## src/hw/rtl/mkdeb_pkg.sv

```systemverilog
// Shared types and constants for the multi-key debounce and event latch.
`timescale 1ns / 1ps

package mkdeb_pkg;

  // Width of a settle counter and of the reload count registers.
  localparam int CNT_W = 8;

  // Configuration port geometry.
  localparam int CFG_IDX_W  = 1;
  localparam int CFG_DATA_W = 8;

  typedef logic [CNT_W-1:0] cnt_t;

  // Configuration register indexes.
  typedef enum logic [CFG_IDX_W-1:0] {
    CFG_PRESS_TICKS   = 1'b0,
    CFG_RELEASE_TICKS = 1'b1
  } cfg_idx_t;

  // Input item kinds.
  typedef enum logic {
    KIND_TICK = 1'b0,
    KIND_READ = 1'b1
  } kind_t;

  // Reset values of the reload count registers.
  localparam cnt_t PRESS_RESET   = 8'd2;
  localparam cnt_t RELEASE_RESET = 8'd20;

endpackage

```

## src/hw/rtl/multi_key_debounce_event_latch_core.sv

```systemverilog
// Top level of the multi-key debounce and pending press event latch.
`timescale 1ns / 1ps

// Usage:
// The input channel (in_valid, in_stall, in_kind, in_raw_keys) takes one item
// per transfer. A tick item samples the raw key levels and updates every key's
// debounce lane in parallel; it produces no result. A read item produces one
// result on the output channel (out_valid, out_stall, out_event_key): the
// lowest pending pressed key, whose pending bit is cleared, or NUM_KEYS when
// no event is pending.
// A read result is loaded into the output register in the cycle after the input
// transfer. One item per cycle is taken while in_stall is low, set by the single
// pass through the lane logic and the priority encoder into the output register.
// The configuration port (cfg_we, cfg_index, cfg_wdata) writes the press and
// release reload counts; a new count takes effect at a counter's next reload.
// Reset (rst_n low, synchronous) releases all keys, loads every counter with
// the press reset count, clears pending events and empties the output.
// While the receiver stalls a held result, in_stall is raised; once the result
// is taken, a new item may transfer in the same cycle.

module multi_key_debounce_event_latch_core #(
  parameter int NUM_KEYS = 9,
  localparam int KEY_W   = $clog2(NUM_KEYS + 1)
) (
  input  logic                               clk,
  input  logic                               rst_n,
  input  logic                               in_valid,
  output logic                               in_stall,
  input  logic                               in_kind,
  input  logic [NUM_KEYS-1:0]                in_raw_keys,
  output logic                               out_valid,
  input  logic                               out_stall,
  output logic [KEY_W-1:0]                   out_event_key,
  input  logic                               cfg_we,
  input  logic [mkdeb_pkg::CFG_IDX_W-1:0]    cfg_index,
  input  logic [mkdeb_pkg::CFG_DATA_W-1:0]   cfg_wdata
);

  mkdeb_pkg::cnt_t     press_ticks_r;
  mkdeb_pkg::cnt_t     release_ticks_r;
  logic                out_valid_r;
  logic [KEY_W-1:0]    out_event_key_r;
  logic                in_xfer;
  logic                tick_en;
  logic                read_en;
  logic [NUM_KEYS-1:0] press_set;
  logic [KEY_W-1:0]    event_key;

  // Input transfer decode.
  assign in_stall = out_valid_r & out_stall;
  assign in_xfer  = in_valid & ~in_stall;
  assign tick_en  = in_xfer & (mkdeb_pkg::kind_t'(in_kind) == mkdeb_pkg::KIND_TICK);
  assign read_en  = in_xfer & (mkdeb_pkg::kind_t'(in_kind) == mkdeb_pkg::KIND_READ);

  // Configuration registers.
  always_ff @(posedge clk) begin
    if (!rst_n) begin
      press_ticks_r   <= mkdeb_pkg::PRESS_RESET;
      release_ticks_r <= mkdeb_pkg::RELEASE_RESET;
    end else if (cfg_we) begin
      case (mkdeb_pkg::cfg_idx_t'(cfg_index))
        mkdeb_pkg::CFG_PRESS_TICKS:   press_ticks_r   <= mkdeb_pkg::cnt_t'(cfg_wdata);
        mkdeb_pkg::CFG_RELEASE_TICKS: release_ticks_r <= mkdeb_pkg::cnt_t'(cfg_wdata);
        default: ;
      endcase
    end
  end

  mkdeb_key_bank #(
    .NUM_KEYS (NUM_KEYS)
  ) u_key_bank (
    .clk           (clk),
    .rst_n         (rst_n),
    .tick_en       (tick_en),
    .raw_keys      (in_raw_keys),
    .press_ticks   (press_ticks_r),
    .release_ticks (release_ticks_r),
    .press_set     (press_set)
  );

  mkdeb_event_latch #(
    .NUM_KEYS (NUM_KEYS)
  ) u_event_latch (
    .clk       (clk),
    .rst_n     (rst_n),
    .press_set (press_set),
    .read_en   (read_en),
    .event_key (event_key)
  );

  // Output register: loaded on a read, emptied once the result is taken.
  always_ff @(posedge clk) begin
    if (!rst_n) begin
      out_valid_r <= 1'b0;
    end else if (read_en) begin
      out_valid_r <= 1'b1;
    end else if (!out_stall) begin
      out_valid_r <= 1'b0;
    end
  end

  always_ff @(posedge clk) begin
    if (read_en) begin
      out_event_key_r <= event_key;
    end
  end

  assign out_valid     = out_valid_r;
  assign out_event_key = out_event_key_r;

  // A read transfer always leaves a result in the output register.
  a_read_gives_result: assert property (@(posedge clk) disable iff (!rst_n)
    read_en |=> out_valid_r)
    else $error("read transfer did not produce a result");

  // A tick never creates a result; the register empties unless one is held.
  a_tick_no_result: assert property (@(posedge clk) disable iff (!rst_n)
    (tick_en && !in_stall) |=> !out_valid_r)
    else $error("tick transfer left a result in the output register");

  // Reported keys are in range: a key number or the no-event code.
  a_key_range: assert property (@(posedge clk) disable iff (!rst_n)
    out_valid_r |-> (out_event_key_r <= KEY_W'(NUM_KEYS)))
    else $error("event key out of range");

  // The input side stalls only while a result is held in the output register.
  a_stall_only_when_full: assert property (@(posedge clk) disable iff (!rst_n)
    in_stall |-> out_valid_r)
    else $error("input stalled with an empty output register");

endmodule

```

## src/hw/rtl/mkdeb_key_bank.sv

```systemverilog
// Per-key debounce lanes: one debounced level and one settle counter per key.
`timescale 1ns / 1ps

module mkdeb_key_bank #(
  parameter int NUM_KEYS = 9
) (
  input  logic                clk,
  input  logic                rst_n,
  input  logic                tick_en,
  input  logic [NUM_KEYS-1:0] raw_keys,
  input  mkdeb_pkg::cnt_t     press_ticks,
  input  mkdeb_pkg::cnt_t     release_ticks,
  output logic [NUM_KEYS-1:0] press_set
);

  genvar k;
  generate
    for (k = 0; k < NUM_KEYS; k++) begin : g_lane
      logic            lvl_r;
      logic            lvl_nxt;
      mkdeb_pkg::cnt_t cnt_r;
      mkdeb_pkg::cnt_t cnt_nxt;
      mkdeb_pkg::cnt_t cnt_dec;
      logic            now;

      // A matching level reloads; a differing one counts down and settles at zero.
      always_comb begin
        now          = raw_keys[k];
        cnt_dec      = cnt_r - mkdeb_pkg::cnt_t'(1);
        lvl_nxt      = lvl_r;
        cnt_nxt      = cnt_r;
        press_set[k] = 1'b0;
        if (tick_en) begin
          if (now == lvl_r) begin
            cnt_nxt = now ? release_ticks : press_ticks;
          end else if (cnt_dec == '0) begin
            lvl_nxt      = now;
            cnt_nxt      = now ? release_ticks : press_ticks;
            press_set[k] = now;
          end else begin
            cnt_nxt = cnt_dec;
          end
        end
      end

      // Lane state.
      always_ff @(posedge clk) begin
        if (!rst_n) begin
          lvl_r <= 1'b0;
          cnt_r <= mkdeb_pkg::PRESS_RESET;
        end else begin
          lvl_r <= lvl_nxt;
          cnt_r <= cnt_nxt;
        end
      end
    end
  endgenerate

endmodule

```

## src/hw/rtl/mkdeb_event_latch.sv

```systemverilog
// Pending press event latch with a lowest-key-first priority encoder.
`timescale 1ns / 1ps

module mkdeb_event_latch #(
  parameter int NUM_KEYS = 9,
  localparam int KEY_W   = $clog2(NUM_KEYS + 1)
) (
  input  logic                clk,
  input  logic                rst_n,
  input  logic [NUM_KEYS-1:0] press_set,
  input  logic                read_en,
  output logic [KEY_W-1:0]    event_key
);

  logic [NUM_KEYS-1:0] pending_r;
  logic [NUM_KEYS-1:0] pending_nxt;
  logic [NUM_KEYS-1:0] lowest;

  // Isolate the lowest pending bit for clearing on a read.
  assign lowest = pending_r & (~pending_r + NUM_KEYS'(1));

  // Encode the lowest pending key, or the no-event code when none is pending.
  always_comb begin
    event_key = KEY_W'(NUM_KEYS);
    for (int i = NUM_KEYS - 1; i >= 0; i--) begin
      if (pending_r[i]) begin
        event_key = KEY_W'(i);
      end
    end
  end

  // Set on accepted presses, clear the reported bit on a read.
  always_comb begin
    pending_nxt = pending_r | press_set;
    if (read_en) begin
      pending_nxt = pending_r & ~lowest;
    end
  end

  always_ff @(posedge clk) begin
    if (!rst_n) begin
      pending_r <= '0;
    end else begin
      pending_r <= pending_nxt;
    end
  end

endmodule

```

## config.mk

```make
export PLATFORM = sky130hd
export DESIGN_NAME = multi_key_debounce_event_latch_core
export DESIGN_NICKNAME = d
export VERILOG_FILES = /design/src/hw/rtl/mkdeb_pkg.sv /design/src/hw/rtl/multi_key_debounce_event_latch_core.sv /design/src/hw/rtl/mkdeb_key_bank.sv /design/src/hw/rtl/mkdeb_event_latch.sv
export SDC_FILE = /design/constraint.sdc
export NUM_CORES = 1
export LEC_CHECK = 0
export CAP_MARGIN = 20
export CORE_ASPECT_RATIO = 1.4
export CORE_MARGIN = 8
export CORE_UTILIZATION = 52
export CTS_CLUSTER_DIAMETER = 80
export DETAILED_ROUTE_END_ITERATION = 16
export DONT_BUFFER_PORTS = 1
export PLACE_DENSITY_LB_ADDON = 0.15
export SYNTH_ARGS = -nofsm -noshare
export SYNTH_HDL_FRONTEND = slang
export SYNTH_SLANG_ARGS = --single-unit
```

## constraint.sdc

```tcl
create_clock -name clk -period 3.7 [get_ports clk]
set_clock_uncertainty 0.1 [all_clocks]
set_input_delay 0.74 -clock clk [delete_from_list [all_inputs] [get_ports clk]]
set_output_delay 0.74 -clock clk [all_outputs]
set_load 0.05 [all_outputs]
```

==> impl_table.tex <==
\begin{tabular}{lr}
\hline
Metric & Value \\
\hline
\multicolumn{2}{l}{\textbf{Global route}} \\
\quad Antenna violations before repair & 0 \\
\quad Remaining Overflow, GRT & 0 \\
\quad Via count of the first global-routing pass & 6296 \\
\quad Busiest metal layer after global routing & met2 \\
\quad Wire length of the first global-routing pass & 31.4 mm \\
\quad Global routing usage on met2 & 36.6\% \\
\quad Pin count of the biggest net entering global routing & 59 \\
\quad GR Util met1 & 26.7\% \\
\quad Met3 demand-to-capacity share in global routing & 3.33\% \\
\quad Total Routing Usage GR & 21.8\% \\
\multicolumn{2}{l}{\textbf{Timing}} \\
\quad Timing-limited maximum frequency & 370 MHz \\
\quad RSZ-0062 raised after global routing & no \\
\quad Final period demand of the worst path & 2.70 ns \\
\quad Final critical-path share of the clock period & 73.1\% \\
\quad Final slew viol count & 0 \\
\quad Setup violations, final & 0 \\
\quad Setup tns final & 0 ns \\
\quad Slack of the critical path & 0.996 ns \\
\quad Slew at the pin closest to its max-slew limit & 0.762 ns \\
\quad Number of failing hold endpoints at the final stage & 0 \\
\quad Relative max-transition margin & 48.8\% \\
\multicolumn{2}{l}{\textbf{Clocking}} \\
\quad Clock root buffer master & clkbuf\_16 \\
\quad TritonCTS clock tree & yes \\
\quad Maximum clock insertion buffer count & 2 \\
\quad Number of resized instances in the post-cts repair step & 0 \\
\quad Post-CTS setup buffer count & 0 \\
\quad Worst-path clk slew & 0.06 ns \\
\quad Clk\_lat worst skew & 0.36 ns \\
\quad Number of H-tree branching levels & 3 \\
\quad CTS sink count & 111 \\
\quad Cts-stage hold buffer count & 0 \\
\quad Cts bufs inserted & 9 \\
\multicolumn{2}{l}{\textbf{Cells and area}} \\
\quad Net count, final & 848 \\
\quad Area of all placed cells without fillers & 0.00759 mm\^{}2 \\
\quad Most frequent cells in the layout & dfxtp\_1 (107), nand2\_1 (62), mux2i\_1 (62) \\
\quad Relative area change from synthesis to final layout & 4.17\% \\
\quad Share of final-layout standard cells stronger than drive strength 1 & 5.80\% \\
\quad Number of diodes & 0 \\
\quad Leading cell type in the layout, fill and taps excluded & dfxtp\_1 \\
\multicolumn{2}{l}{\textbf{Logic synthesis}} \\
\quad Number of warnings printed during yosys synthesis & 0 \\
\quad Post-synthesis net count & 898 \\
\quad Mean instance size in the synthesized netlist & 8.51 um\^{}2 \\
\quad Count of state elements after synthesis & 111 \\
\quad FFs w/ async S/R, synth & 0\% \\
\quad Count of flip-flops with a built-in enable after synthesis & 4 \\
\quad Dominant register cell in the synthesized netlist & dfxtp\_1 \\
\quad Share of the yosys chip area belonging to registers & 31.0\% \\
\quad Mapped Area & 0.00729 mm\^{}2 \\
\quad Mapped Cells & 856 \\
\quad Yosys cell types & 71 \\
\multicolumn{2}{l}{\textbf{Hold path}} \\
\quad Worst hold path class & primary input to flip-flop \\
\multicolumn{2}{l}{\textbf{Power and ir drop}} \\
\quad Areal power density over the cells & 360 mW/mm\^{}2 \\
\quad Largest vdd supply drop & 0.245 mV \\
\quad Cell leakage power & 3.05 nW \\
\quad Post-layout total power & 2.74 mW \\
\multicolumn{2}{l}{\textbf{Critical path}} \\
\quad Highest-delay cell along the critical path & nor4\_1 \\
\quad Startpoint kind of the worst setup timing path & flip-flop \\
\quad Setup CP Type & flip-flop to flip-flop \\
\quad Worst R2R Start & u\_key\_bank.g\_lane[4].cnt\_r[0]\$\_SDFFE\_PN0P\_ \\
\quad Data arrival time of the critical path & 2.89 ns \\
\quad Worst R2R Setup Slack & 1.0 ns \\
\quad Biggest fanout along the worst timing path & 8 \\
\quad Endpoint kind of the worst setup timing path & flip-flop \\
\quad Required time of the critical path & 3.88 ns \\
\quad Timing startpoint of the critical path & u\_key\_bank.g\_lane[4].cnt\_r[0]\$\_SDFFE\_PN0P\_ \\
\quad Ordered list of cells on the worst path & inv\_1 -> ha\_1 -> or3b\_4 -> nor4\_1 -> a2111oi\_4 -> nor2\_2 -> mux2\_1 -> o21ai\_1 \\
\quad CP Capture Point & u\_key\_bank.g\_lane[4].cnt\_r[1]\$\_SDFFE\_PN1P\_ \\
\quad Biggest cell delay along the critical path & 0.56 ns \\
\quad R2r endpoint & u\_key\_bank.g\_lane[4].cnt\_r[1]\$\_SDFFE\_PN1P\_ \\
\quad Worst Reg2Reg Path Length in Cells & 8 \\
\multicolumn{2}{l}{\textbf{Run}} \\
\quad Number of maximum-capacitance violations & 0 \\
\multicolumn{2}{l}{\textbf{Drt}} \\
\quad Starting DRC count in detailed routing & 510 \\
\quad Avg WL per Cell & 19.6 um \\
\quad Detailed-router iteration count before antenna repair & 5 \\
\quad Post-detailed-route via-to-cell ratio & 6.58 \\
\quad DR DRC count & 0 \\
\quad Antenna Nets Post-Route & 0 \\
\quad Drt total wl & 19.5 mm \\
\quad Vias & 6552 \\
\multicolumn{2}{l}{\textbf{Die}} \\
\quad Initial cell density of the core & 52.9\% \\
\quad DIE AREA & 0.0181 mm\^{}2 \\
\quad Number of rows created at floorplan & 51 \\
\quad Core area & 0.0138 mm\^{}2 \\
\quad Vert. Die Dim & 156 um \\
\quad Boundary Pins & 30 \\
\quad Die width & 116 um \\
\multicolumn{2}{l}{\textbf{Placed design}} \\
\quad Estimated wirelength of the detail-placed design & 13.2 mm \\
\quad Placed standard-cell area & 0.00733 mm\^{}2 \\
\quad Total of buffers placed on input and output ports & 0 \\
\quad Worst slack at placement & 1.02 ns \\
\quad Final RePlAce weighted congestion & 0.874 \\
\multicolumn{2}{l}{\textbf{Run status}} \\
\quad Status & complete, no violations \\
\hline
\end{tabular}
-- critical path, delay by kind of cell, from the launching register on --
family / cells / cell delay [ns]
buffers and inverters: 1 / 0.09
AO/OA/AOI/OAI: 2 / 0.23
multiplexers: 1 / 0.36
AND/OR/NAND/NOR: 3 / 1.30
adder cells (fa/ha/maj): 1 / 0.18
flip-flops: 1 / 0.36
-- layer usage --
metal / vias to the layer above / wire length [um]
met2: 202 / 9500
met3: 33 / 1090
met4: 0 / 497
li1: 3140 / -
met5: - / 0
met1: 3177 / 8460
-- worst min path at each step --
stage	start	endpoint	slack [ns]	depth (start not counted)
detailed placement	u_event_latch.pending_r[8]$_SDFF_PN0_	u_event_latch.pending_r[8]$_SDFF_PN0_	0.38	2
CTS	rst_n	release_ticks_r[4]$_SDFFE_PN1P_	0.36	1
global placement	u_event_latch.pending_r[8]$_SDFF_PN0_	u_event_latch.pending_r[8]$_SDFF_PN0_	0.35	2
global route	rst_n	release_ticks_r[4]$_SDFFE_PN1P_	0.37	1
finish	rst_n	press_ticks_r[1]$_SDFFE_PN1P_	0.38	1
floorplan	u_event_latch.pending_r[8]$_SDFF_PN0_	u_event_latch.pending_r[8]$_SDFF_PN0_	0.34	2
-- through the flow --
stage	utilization [%]	std cells	hold slack [ns]
finish	55.1	995	0.378
global route	55.1	995	0.371
CTS	55.1	995	0.361
detailed placement	53.2	980	0.380
global placement	53.2	980	0.350
floorplan	-	856	0.338
-- synthesized netlist by cell type, types with 16 or more instances --
| cell type | instances | area, um^2 |
|---|---|---|
| a21oi_1 | 56 | 280 |
| a31oi_1 | 17 | 106 |
| clkbuf_1 | 52 | 195 |
| dfxtp_1 | 107 | 2140 |
| ha_1 | 18 | 225 |
| inv_1 | 31 | 116 |
| mux2i_1 | 62 | 621 |
| nand2_1 | 62 | 233 |
| nand3_1 | 31 | 155 |
| nor2_1 | 50 | 188 |
| nor4_1 | 16 | 100 |
| o211a_1 | 36 | 360 |
| o21ai_0 | 34 | 170 |
| o221ai_1 | 33 | 289 |
| o31ai_1 | 16 | 120 |
| xnor2_1 | 32 | 280 |
-- kinds of logic after synthesis --
logic type	Yosys count	synth area share, %
buffers and inverters	99	5.12
AND/OR/NAND/NOR	250	18.1
adder cells (fa/ha/maj)	18	3.09
flip-flops	111	31.0
multiplexers	71	9.91
XOR/XNOR	40	4.81
AO/OA/AOI/OAI	267	28.0
-- cell type report --
class	instances	area, um^2
clock buffer	13	250
clock inverter	2	10.0
fill	1276	6190
inverter	32	120
multi-input combinational	646	4660
sequential	111	2260
tap	185	231
timing repair buffer	6	57.6
-- where the power goes --
group | total, mW | internal [mW] | switching [mW]
Combinational | 0.456 | 0.203 | 0.253
Sequential | 1.38 | 1.26 | 0.117
Clock | 0.901 | 0.471 | 0.430
Total | 2.74 | 1.94 | 0.800
-- flip-flops by register name (all words and copies together), names as in the netlist --
name                     flops
release_ticks_r              8
out_valid                    1
u_key_bank.g_lane.cnt_r     72
u_event_latch.pending_r      9
out_event_key                4
u_key_bank.g_lane.lvl_r      9
press_ticks_r                8
(Power assumes the default switching activity.)
